**src/hdl/scroll_offset_stepper_core_assert.svh**
```systemverilog
// Assertion macros for the scroll offset stepper core.
`ifndef SCROLL_OFFSET_STEPPER_CORE_ASSERT_SVH
`define SCROLL_OFFSET_STEPPER_CORE_ASSERT_SVH
`ifndef SYNTHESIS
// same-cycle implication, clocked on clock, off during reset
`define SOS_ASSERT_IMP(label, ante, cons) \
   label: assert property (@(posedge clock) disable iff (reset) (ante) |-> (cons)) \
      else $error("sos: assertion failed");
// next-cycle implication
`define SOS_ASSERT_NXT(label, ante, cons) \
   label: assert property (@(posedge clock) disable iff (reset) (ante) |=> (cons)) \
      else $error("sos: assertion failed");
`else
`define SOS_ASSERT_IMP(label, ante, cons)
`define SOS_ASSERT_NXT(label, ante, cons)
`endif
`endif

```
**src/hdl/sos_pkg.sv**
```systemverilog
// Shared constants, word types and control structs of the scroll offset stepper.
`timescale 1ns / 1ps
package sos_pkg;

   localparam int FRAC_BITS   = 8;
   localparam int MAX_CATCHUP = 16;
   localparam int TAKEN_W     = $clog2(MAX_CATCHUP + 1);

   localparam logic signed [15:0] UNLIMITED = 16'sd32767;
   localparam logic signed [32:0] ROUND_HALF =
      (FRAC_BITS > 0) ? (33'sd1 <<< (FRAC_BITS - 1)) : 33'sd0;
   localparam logic [31:0] FLOOR_KEEP = ~((32'd1 << FRAC_BITS) - 32'd1);

   // request kinds
   localparam logic [1:0] KIND_TICK  = 2'd0;
   localparam logic [1:0] KIND_START = 2'd1;
   localparam logic [1:0] KIND_STOP  = 2'd2;

   // register indexes
   localparam int CSR_INDEX_W = 4;
   localparam logic [CSR_INDEX_W-1:0] REG_STEP_X        = 4'd0;
   localparam logic [CSR_INDEX_W-1:0] REG_STEP_Y        = 4'd1;
   localparam logic [CSR_INDEX_W-1:0] REG_STEP_INTERVAL = 4'd2;
   localparam logic [CSR_INDEX_W-1:0] REG_STEP_COUNT    = 4'd3;
   localparam logic [CSR_INDEX_W-1:0] REG_START_TIME    = 4'd4;
   localparam logic [CSR_INDEX_W-1:0] REG_MODE_FLAGS    = 4'd5;
   localparam logic [CSR_INDEX_W-1:0] REG_VIEWPORT_SIZE = 4'd6;
   localparam logic [CSR_INDEX_W-1:0] REG_CONTENT_RECT  = 4'd7;

   // mode flag bits
   localparam int MODE_SYNC  = 0;
   localparam int MODE_ROUND = 1;
   localparam int MODE_XMAX  = 2;
   localparam int MODE_XMIN  = 3;
   localparam int MODE_YMAX  = 4;
   localparam int MODE_YMIN  = 5;

   typedef struct packed {
      logic [1:0]  kind;
      logic [47:0] now_time;
   } req_type;

   typedef struct packed {
      logic signed [31:0] offset_x;
      logic signed [31:0] offset_y;
      logic [4:0]         steps_taken;
      logic               running;
      logic               completed;
      logic               needs_content;
      logic signed [15:0] remaining_x;
      logic signed [15:0] remaining_y;
   } rsp_type;

   typedef struct packed {
      logic capture;
      logic load;
      logic step;
      logic round;
      logic finish;
   } ctrl_cmd_type;

   typedef struct packed {
      logic tick_go;
      logic step_ok;
      logic last_step;
   } ctrl_status_type;

endpackage

```
**src/hdl/sos_ctrl.sv**
```systemverilog
// Sequencer of the scroll offset stepper: item intake, step loop and result hand-off.
`timescale 1ns / 1ps
module sos_ctrl (
   input  logic                     clock,
   input  logic                     reset,
   input  logic                     req_valid,
   output logic                     req_stall,
   output logic                     rsp_valid,
   input  logic                     rsp_stall,
   input  sos_pkg::ctrl_status_type status,
   output sos_pkg::ctrl_cmd_type    cmd
);

   localparam logic [2:0] ST_IDLE   = 3'd0;
   localparam logic [2:0] ST_LOAD   = 3'd1;
   localparam logic [2:0] ST_STEP   = 3'd2;
   localparam logic [2:0] ST_ROUND  = 3'd3;
   localparam logic [2:0] ST_FINISH = 3'd4;

   logic [2:0] state_ff;
   logic [2:0] state_in;
   logic       rsp_valid_ff;
   logic       rsp_valid_in;

   always_comb begin
      state_in     = state_ff;
      cmd          = '0;
      rsp_valid_in = rsp_valid_ff && rsp_stall;
      unique case (state_ff)
         ST_IDLE: begin
            if (req_valid) begin
               cmd.capture = 1'b1;
               state_in    = ST_LOAD;
            end
         end
         ST_LOAD: begin
            cmd.load = 1'b1;
            state_in = status.tick_go ? ST_STEP : ST_ROUND;
         end
         ST_STEP: begin
            if (status.step_ok) begin
               cmd.step = 1'b1;
               if (status.last_step) begin
                  state_in = ST_ROUND;
               end
            end else begin
               state_in = ST_ROUND;
            end
         end
         ST_ROUND: begin
            cmd.round = 1'b1;
            state_in  = ST_FINISH;
         end
         ST_FINISH: begin
            // wait for the output register to be free
            if (!rsp_valid_ff || !rsp_stall) begin
               cmd.finish   = 1'b1;
               rsp_valid_in = 1'b1;
               state_in     = ST_IDLE;
            end
         end
         default: begin
            state_in = ST_IDLE;
         end
      endcase
   end

   always_ff @(posedge clock) begin
      if (reset) begin
         state_ff     <= ST_IDLE;
         rsp_valid_ff <= 1'b0;
      end else begin
         state_ff     <= state_in;
         rsp_valid_ff <= rsp_valid_in;
      end
   end

   assign req_stall = (state_ff != ST_IDLE);
   assign rsp_valid = rsp_valid_ff;

endmodule

```
**src/hdl/sos_dp.sv**
```systemverilog
// Datapath of the scroll offset stepper: registers, scroll state, step and report logic.
`timescale 1ns / 1ps
module sos_dp (
   input  logic                               clock,
   input  logic                               reset,
   input  sos_pkg::req_type                   req_data,
   input  logic                               csr_we,
   input  logic [sos_pkg::CSR_INDEX_W-1:0]    csr_index,
   input  logic [63:0]                        csr_data,
   input  sos_pkg::ctrl_cmd_type              cmd,
   output sos_pkg::ctrl_status_type           status,
   output sos_pkg::rsp_type                   rsp_data
);

   // one wrap into the content size, positions further out stay out
   function automatic logic [31:0] wrap_axis(
      input logic [31:0]        pos,
      input logic signed [15:0] size,
      input logic               wmax,
      input logic               wmin
   );
      logic [31:0] fs;
      logic [31:0] res;
      fs  = {16'd0, size} << sos_pkg::FRAC_BITS;
      res = pos;
      if (size > 16'sd0) begin
         if (wmax && ($signed({pos[31], pos}) >= $signed({1'b0, fs}))) begin
            res = pos - fs;
         end else if (wmin && pos[31]) begin
            res = pos + fs;
         end
      end
      return res;
   endfunction

   function automatic logic signed [15:0] remaining(
      input logic signed [32:0] rnd,
      input logic signed [15:0] step,
      input logic signed [15:0] cpos,
      input logic signed [15:0] csize,
      input logic [15:0]        vsize,
      input logic               rmax,
      input logic               rmin
   );
      logic signed [35:0] r;
      logic signed [15:0] res;
      r = 36'sd32767;
      if (!rmax && (step > 16'sd0)) begin
         r = 36'(cpos) + 36'(csize) - 36'(rnd) - $signed({20'd0, vsize});
      end
      if (!rmin && (step < 16'sd0)) begin
         r = 36'(rnd) - 36'(cpos);
      end
      if (r > 36'sd32767) begin
         res = sos_pkg::UNLIMITED;
      end else if (r < -36'sd32768) begin
         res = 16'sh8000;
      end else begin
         res = r[15:0];
      end
      return res;
   endfunction

   // configuration
   logic signed [15:0] step_x_ff, step_y_ff;
   logic [31:0]        interval_ff;
   logic signed [24:0] count_ff;
   logic [47:0]        start_ff;
   logic [5:0]         mode_ff;
   logic [31:0]        view_ff;
   logic [63:0]        rect_ff;

   // scroll state
   logic [31:0]        pos_x_ff, pos_y_ff, pos_x_in, pos_y_in;
   logic [47:0]        nst_ff, nst_in;
   logic signed [24:0] left_ff, left_in;

   // per-item work registers
   logic [1:0]                    kind_ff;
   logic [47:0]                   now_ff;
   logic signed [48:0]            next_ff, next_in;
   logic [sos_pkg::TAKEN_W-1:0]   taken_ff, taken_in;
   logic                          done_ff, done_in;
   logic signed [32:0]            round_x_ff, round_y_ff;
   sos_pkg::rsp_type              rsp_ff;

   logic [47:0]        diff;
   logic [31:0]        sum_x, sum_y;
   logic [7:0]         taken_ext;
   logic signed [15:0] rem_x, rem_y;

   assign diff  = nst_ff - now_ff;
   assign sum_x = pos_x_ff + {{16{step_x_ff[15]}}, step_x_ff};
   assign sum_y = pos_y_ff + {{16{step_y_ff[15]}}, step_y_ff};

   assign status.tick_go   = (kind_ff == sos_pkg::KIND_TICK) && (left_ff != 25'sd0)
                             && (interval_ff != 32'd0);
   assign status.step_ok   = (next_ff[48] || (next_ff == 49'sd0))
                             && (taken_ff < sos_pkg::TAKEN_W'(sos_pkg::MAX_CATCHUP));
   assign status.last_step = (left_ff == 25'sd1);

   always_comb begin
      pos_x_in = pos_x_ff;
      pos_y_in = pos_y_ff;
      nst_in   = nst_ff;
      left_in  = left_ff;
      next_in  = next_ff;
      taken_in = taken_ff;
      done_in  = done_ff;
      if (cmd.load) begin
         taken_in = '0;
         done_in  = 1'b0;
         next_in  = {diff[47], diff};
         if (kind_ff == sos_pkg::KIND_START) begin
            if (mode_ff[sos_pkg::MODE_ROUND]) begin
               if (step_x_ff != 16'sd0) pos_x_in = pos_x_ff & sos_pkg::FLOOR_KEEP;
               if (step_y_ff != 16'sd0) pos_y_in = pos_y_ff & sos_pkg::FLOOR_KEEP;
            end
            left_in = count_ff;
            nst_in  = ((start_ff == 48'd0) || (start_ff < now_ff)) ? now_ff : start_ff;
         end else if (kind_ff == sos_pkg::KIND_STOP) begin
            left_in = 25'sd0;
         end
      end else if (cmd.step) begin
         taken_in = taken_ff + 1'b1;
         pos_x_in = wrap_axis(sum_x, $signed(rect_ff[47:32]),
                              mode_ff[sos_pkg::MODE_XMAX], mode_ff[sos_pkg::MODE_XMIN]);
         pos_y_in = wrap_axis(sum_y, $signed(rect_ff[63:48]),
                              mode_ff[sos_pkg::MODE_YMAX], mode_ff[sos_pkg::MODE_YMIN]);
         if (left_ff > 25'sd0) begin
            left_in = left_ff - 25'sd1;
         end
         if (status.last_step) begin
            done_in = 1'b1;
         end else if (mode_ff[sos_pkg::MODE_SYNC]) begin
            next_in = next_ff + $signed({17'd0, interval_ff});
            nst_in  = nst_ff + {16'd0, interval_ff};
         end else begin
            next_in = $signed({17'd0, interval_ff});
            nst_in  = now_ff + {16'd0, interval_ff};
         end
      end
   end

   always_ff @(posedge clock) begin
      if (reset) begin
         step_x_ff   <= '0;
         step_y_ff   <= '0;
         interval_ff <= '0;
         count_ff    <= -25'sd1;
         start_ff    <= '0;
         mode_ff     <= 6'd1;
         view_ff     <= '0;
         rect_ff     <= '0;
         pos_x_ff    <= '0;
         pos_y_ff    <= '0;
         nst_ff      <= '0;
         left_ff     <= '0;
      end else begin
         pos_x_ff <= pos_x_in;
         pos_y_ff <= pos_y_in;
         nst_ff   <= nst_in;
         left_ff  <= left_in;
         if (csr_we) begin
            unique case (csr_index)
               sos_pkg::REG_STEP_X:        step_x_ff   <= csr_data[15:0];
               sos_pkg::REG_STEP_Y:        step_y_ff   <= csr_data[15:0];
               sos_pkg::REG_STEP_INTERVAL: interval_ff <= csr_data[31:0];
               sos_pkg::REG_STEP_COUNT:    count_ff    <= csr_data[24:0];
               sos_pkg::REG_START_TIME:    start_ff    <= csr_data[47:0];
               sos_pkg::REG_MODE_FLAGS:    mode_ff     <= csr_data[5:0];
               sos_pkg::REG_VIEWPORT_SIZE: view_ff     <= csr_data[31:0];
               sos_pkg::REG_CONTENT_RECT:  rect_ff     <= csr_data;
               default: begin
               end
            endcase
         end
      end
   end

   assign taken_ext = 8'(taken_ff);
   assign rem_x = remaining(round_x_ff, step_x_ff, $signed(rect_ff[15:0]),
                            $signed(rect_ff[47:32]), view_ff[15:0],
                            mode_ff[sos_pkg::MODE_XMAX], mode_ff[sos_pkg::MODE_XMIN]);
   assign rem_y = remaining(round_y_ff, step_y_ff, $signed(rect_ff[31:16]),
                            $signed(rect_ff[63:48]), view_ff[31:16],
                            mode_ff[sos_pkg::MODE_YMAX], mode_ff[sos_pkg::MODE_YMIN]);

   always_ff @(posedge clock) begin
      if (cmd.capture) begin
         kind_ff <= req_data.kind;
         now_ff  <= req_data.now_time;
      end
      next_ff  <= next_in;
      taken_ff <= taken_in;
      done_ff  <= done_in;
      if (cmd.round) begin
         round_x_ff <= ($signed({pos_x_ff[31], pos_x_ff}) + sos_pkg::ROUND_HALF)
                       >>> sos_pkg::FRAC_BITS;
         round_y_ff <= ($signed({pos_y_ff[31], pos_y_ff}) + sos_pkg::ROUND_HALF)
                       >>> sos_pkg::FRAC_BITS;
      end
      if (cmd.finish) begin
         rsp_ff.offset_x      <= pos_x_ff;
         rsp_ff.offset_y      <= pos_y_ff;
         rsp_ff.steps_taken   <= (taken_ext > 8'd31) ? 5'd31 : taken_ext[4:0];
         rsp_ff.running       <= (left_ff != 25'sd0) && (interval_ff != 32'd0);
         rsp_ff.completed     <= done_ff;
         rsp_ff.needs_content <= rem_x[15] || rem_y[15];
         rsp_ff.remaining_x   <= rem_x;
         rsp_ff.remaining_y   <= rem_y;
      end
   end

   assign rsp_data = rsp_ff;

endmodule

```
**src/hdl/scroll_offset_stepper_core.sv**
```systemverilog
// Top level of the scroll offset stepper: sequencer, datapath and assertions.
// Usage:
//  req channel (req_valid/req_stall/req_data) takes one word per item: kind tick,
//   start or stop, plus the current microsecond time. A word is taken when
//   req_valid is high and req_stall is low.
//  rsp channel (rsp_valid/rsp_stall/rsp_data) returns exactly one word per item:
//   offsets, steps taken, run/complete flags and remaining pixels.
//  csr channel (csr_valid/csr_ready/csr_index/csr_data) writes the registers;
//   csr_ready is always high. Write only while no item is in flight.
// Sequence: start, stop and idle ticks pass through the load, round and finish
//  states. A tick that performs n steps, n at most MAX_CATCHUP, also passes
//  through the step state between load and round; the step loop does one scroll
//  step a cycle through a single add-and-wrap unit per axis.
// Throughput: one item at a time; the next word is taken once the current one
//  has reached the output register.
// Stall: a result waits in the output register while rsp_stall is high; the
//  next item may be taken and worked on meanwhile, and parks before the
//  output register until that is free.
// Reset: synchronous, active high; registers take their reset values, the
//  scroll state clears and the run is stopped.
`timescale 1ns / 1ps
`include "scroll_offset_stepper_core_assert.svh"
module scroll_offset_stepper_core (
   input  logic                            clock,
   input  logic                            reset,
   input  logic                            req_valid,
   output logic                            req_stall,
   input  sos_pkg::req_type                req_data,
   output logic                            rsp_valid,
   input  logic                            rsp_stall,
   output sos_pkg::rsp_type                rsp_data,
   input  logic                            csr_valid,
   output logic                            csr_ready,
   input  logic [sos_pkg::CSR_INDEX_W-1:0] csr_index,
   input  logic [63:0]                     csr_data
);

   sos_pkg::ctrl_cmd_type    cmd;
   sos_pkg::ctrl_status_type status;

   assign csr_ready = 1'b1;

   sos_ctrl u_ctrl (
      .clock     (clock),
      .reset     (reset),
      .req_valid (req_valid),
      .req_stall (req_stall),
      .rsp_valid (rsp_valid),
      .rsp_stall (rsp_stall),
      .status    (status),
      .cmd       (cmd)
   );

   sos_dp u_dp (
      .clock     (clock),
      .reset     (reset),
      .req_data  (req_data),
      .csr_we    (csr_valid && csr_ready),
      .csr_index (csr_index),
      .csr_data  (csr_data),
      .cmd       (cmd),
      .status    (status),
      .rsp_data  (rsp_data)
   );

   // an accepted word keeps the intake closed while it is worked on
   `SOS_ASSERT_NXT(a_busy_after_accept, req_valid && !req_stall, req_stall)
   // a finished run is no longer running
   `SOS_ASSERT_IMP(a_done_not_running, rsp_valid && rsp_data.completed, !rsp_data.running)
   // completion only comes from a step of this item
   `SOS_ASSERT_IMP(a_done_has_step, rsp_valid && rsp_data.completed, rsp_data.steps_taken != 5'd0)

endmodule
```
**config.mk**
```make
export PLATFORM = sky130hd
export DESIGN_NAME = scroll_offset_stepper_core
export DESIGN_NICKNAME = d
export VERILOG_FILES = /design/src/hdl/sos_pkg.sv /design/src/hdl/sos_ctrl.sv /design/src/hdl/sos_dp.sv /design/src/hdl/scroll_offset_stepper_core.sv
export VERILOG_INCLUDE_DIRS = /design/src /design/src/hdl
export SDC_FILE = /design/constraint.sdc
export NUM_CORES = 2
export LEC_CHECK = 0
export ABC_AREA = 1
export BUFFER_PORTS_ARGS = -buffer_cell sky130_fd_sc_hd__buf_2
export CORE_ASPECT_RATIO = 0.75
export CORE_MARGIN = 3
export CORE_UTILIZATION = 30
export CTS_BUF_LIST = sky130_fd_sc_hd__clkbuf_4 sky130_fd_sc_hd__clkbuf_8
export CTS_CLUSTER_DIAMETER = 40
export CTS_CLUSTER_SIZE = 10
export DETAILED_ROUTE_END_ITERATION = 10
export PLACE_DENSITY = 0.52
export SLEW_MARGIN = 20
export SYNTH_ARGS = -nofsm -noshare
export SYNTH_HDL_FRONTEND = slang
export SYNTH_HIERARCHICAL = 1
export SYNTH_SLANG_ARGS = --single-unit
```
**constraint.sdc**
```tcl
create_clock -name clock -period 11.7 [get_ports clock]
set_input_delay 2.34 -clock clock [delete_from_list [all_inputs] [get_ports clock]]
set_output_delay 2.34 -clock clock [all_outputs]
set_load 0.005 [all_outputs]
```
==> results.json <==
{
  "status": "completed",
  "p_leak_nw": 28.19,
  "fin_crit_ns": 5.460,
  "nNetsFinal": 8674,
  "ios": 230,
  "grt_overflow": 0,
  "ys.flop_type": "dfxtp_1",
  "path_clk_slew_ns": 0.07,
  "multi_input_comb_area_mm2": 0.03306,
  "yosys.area.top_type": "dfxtp_1",
  "dp_cells": 10290,
  "grt_max_degree": 114,
  "tightest_slew_ns": 1.355,
  "stdcell_count": 10510,
  "postSynth.asyncResetShare_pct": 0,
  "cp_data_required_time_ns": 12.48,
  "fin_skew_ns": 0.1551,
  "setup_ws_ns": 6.240,
  "worstPathMaxFanout": 32,
  "netlist.area_leader.share_pct": 14.39,
  "final-setup-viol-count": 0,
  "drt_iter0_drc": 5273,
  "rsz0062_at_grt": "false",
  "viasPerCell": 5.185,
  "dieArea_mm2": 0.1842,
  "seqCellArea_mm2": 0.01533,
  "avgSynthCellArea_um2": 6.817,
  "hold_path.class": "flip-flop to flip-flop",
  "rows": 133,
  "num-fill-cells": 19180,
  "clock_sinks": 639,
  "synth_warnings": 6,
  "ant_nets": 0,
  "maxCapViolCount": 0,
  "placed_area_mm2": 0.05724,
  "grt_usage_pct": 23.65,
  "cts_tree": "built",
  "criticalPathCategory": "flip-flop to flip-flop",
  "post_cts_resized": 0,
  "slowest_stage": "dfxtp_1",
  "path_common_cell": "nand2_1",
  "powerDensity_mw_per_mm2": 142.0,
  "synth_cells": 7879,
  "cts_buffers": 111,
  "slowest_delay_ns": 0.98,
  "ys_types": 70,
  "cts_buffer_depth": 3,
  "period_share_pct": 46.66,
  "ys_top_cells_by_area": "dfxtp_1, edfxtp_1, nand2_1",
  "finalSetupTns_ns": 0,
  "htreeDepth": 3,
  "drc": 0,
  "post_cts_buffers": 0,
  "vdd_drop_max_uv": 88.59,
  "fp.dieH_um": 372.4,
  "clockRootBuffer": "clkbuf_8",
  "drive_gt1_share_pct": 8.330,
  "stdcell_area_mm2": 0.05985,
  "via_count": 54470,
  "gp_congestion": 0.9819,
  "grt_pass1_vias": 50040,
  "wl_per_cell_um": 21.41,
  "finalHoldViolations": 0,
  "drt-total-wl_um": 224900,
  "dr.pass1.iters": 7,
  "synth.yosys.seq_area_share_pct": 28.53,
  "dieWidth_um": 494.6,
  "slew_headroom_pct": 8.701,
  "core_mm2": 0.1766,
  "synth_nets": 8511,
  "holdBufCountCts": 0,
  "io_buffers": 228,
  "endpoint_kind": "flip-flop",
  "syn_to_final_growth_pct": 11.44,
  "synth-seq-cells": 639,
  "max_freq_mhz": 183.2,
  "grt_first_pass_wirelength_um": 330100,
  "start_util_pct": 30.42,
  "finalPower_mw": 8.500,
  "cp-start-kind": "flip-flop",
  "place_hpwl_um": 179300,
  "dpl_worst_slack_ns": 6.191,
  "antenna_found_initial": 16,
  "synthesis.area_mm2": 0.05371,
  "synth_edf_count": 253,
  "clock_latency_ns": 0.93,
  "drv_slew": 0,
  "cp.arrival_ns": 6.24
}
cells in the mapped netlist, drive strengths merged (14+ instances only):
cell    instances
a21boi         15
a21o           31
a21oi         759
a31oi          62
buf            51
clkbuf        165
dfxtp         386
edfxtp        253
fa            109
ha            400
inv          1179
nand2        1807
nand3         396
nand3b         23
nand4         107
nor2          777
nor3           83
nor4           49
o211ai         65
o21a           14
o21ai         747
o21bai         29
or2            39
xnor2          69
xor2          158
where the power goes:
| part | switching, mW | total [mW] | internal [mW] |
|---|---|---|---|
| Sequential | 0.223 | 2.80 | 2.58 |
| Combinational | 2.26 | 3.26 | 0.998 |
| Clock | 1.17 | 2.44 | 1.28 |
routing by layer:
layer | vias to the layer above | routed length [um] | part of all wire [%] | GRT usage (%)
met2 | 2116 | 91460 | 41 | 34.14
met3 | 208 | 18960 | 8.4 | 4.383
met5 | - | 13 | 0.0058 | 0
met4 | 2 | 4417 | 2.0 | 4.785
met1 | 25800 | 110100 | 49 | 36.06
li1 | 26350 | - | - | -
cell usage in the layout (no fill, tap or decap), drive strengths merged, types with 10 or more instances in the layout:
| cell | n |
|---|---|
| nand2 | 1807 |
| inv | 1212 |
| nor2 | 777 |
| a21oi | 759 |
| o21ai | 747 |
| ha | 400 |
| nand3 | 396 |
| dfxtp | 386 |
| buf | 266 |
| edfxtp | 253 |
| xor2 | 158 |
| clkbuf | 142 |
| fa | 109 |
| nand4 | 107 |
| nor3 | 83 |
| xnor2 | 69 |
| o211ai | 65 |
| a31oi | 62 |
| nor4 | 49 |
| or2 | 39 |
| clkinv | 33 |
| a21o | 31 |
| o21bai | 29 |
| nand3b | 23 |
| a21boi | 15 |
| o21a | 14 |
| a22oi | 13 |
| o22ai | 12 |
| a211oi | 12 |
| and2 | 10 |
layout make-up:
class	instances	share of cell area [%]
Antenna cell	5	0.02090
Clock buffer	142	3.046
Clock inverter	68	1.294
Inverter	1187	7.471
Multi-Input combinational cell	5837	55.23
Sequential cell	639	25.61
Tap cell	2362	4.938
Timing Repair Buffer	266	2.387
stage by stage:
stage                     util (%)  hold WS (ns)
after floorplan                  -        0.4090
after global routing         33.90        0.4811
after detailed placement     32.42        0.4446
after CTS                    33.89        0.4630
final                        33.90        0.4586
after global placement       32.42        0.4377
worst paths after layout:
kind / start / endpoint / slack, ns / cells past startpoint
worst min register to register: u_dp/count_ff[17] / u_dp/count_ff[17] / 0.46 / 2
worst max-delay path: u_dp/step_y_ff[15] / u_dp/pos_y_ff[14] / 6.24 / 29
worst min-delay path: u_dp/count_ff[17] / u_dp/count_ff[17] / 0.46 / 2
worst max register to register: u_dp/step_y_ff[15] / u_dp/pos_y_ff[14] / 6.24 / 29
cells by family (layout without fill, tap and decap cells):
logic type               Yosys count  after routing  synth area share, %
adder cells (fa/ha/maj)          509            509                13.38
AO/OA/AOI/OAI                   1798           1798                18.14
other                              1              6             0.006982
AND/OR/NAND/NOR                 3302           3302                26.19
XOR/XNOR                         227            227                3.702
buffers and inverters           1403           1663                10.05
flip-flops                       639            639                28.53
worst max-delay path: cells and delay by family (launching register included):
family / cells / cell delay, ns
DFF: 1 / 0.98
and+or+nand+nor: 20 / 2.35
xor gates and xnor gates: 1 / 0.25
adders and majority gates: 2 / 0.84
AOI/OAI and AO/OA: 1 / 0.18
buffers and inverters: 5 / 0.73
registers in the layout (all words and copies together), names as in the netlist, 6 cells and up:
name / flops
u_dp/interval_ff: 32
u_dp/round_y_ff: 25
u_dp/start_ff: 48
u_dp/rect_ff: 64
u_dp/next_ff: 49
u_dp/step_x_ff: 16
u_dp/now_ff: 48
u_dp/left_ff: 25
u_dp/step_y_ff: 16
u_dp/pos_y_ff: 32
u_dp/view_ff: 32
u_dp/round_x_ff: 25
u_dp/pos_x_ff: 32
u_dp/nst_ff: 48
u_dp/count_ff: 25
u_dp/mode_ff: 6
u_dp/rsp_data: 104
Power figures use the tool's default switching activity.
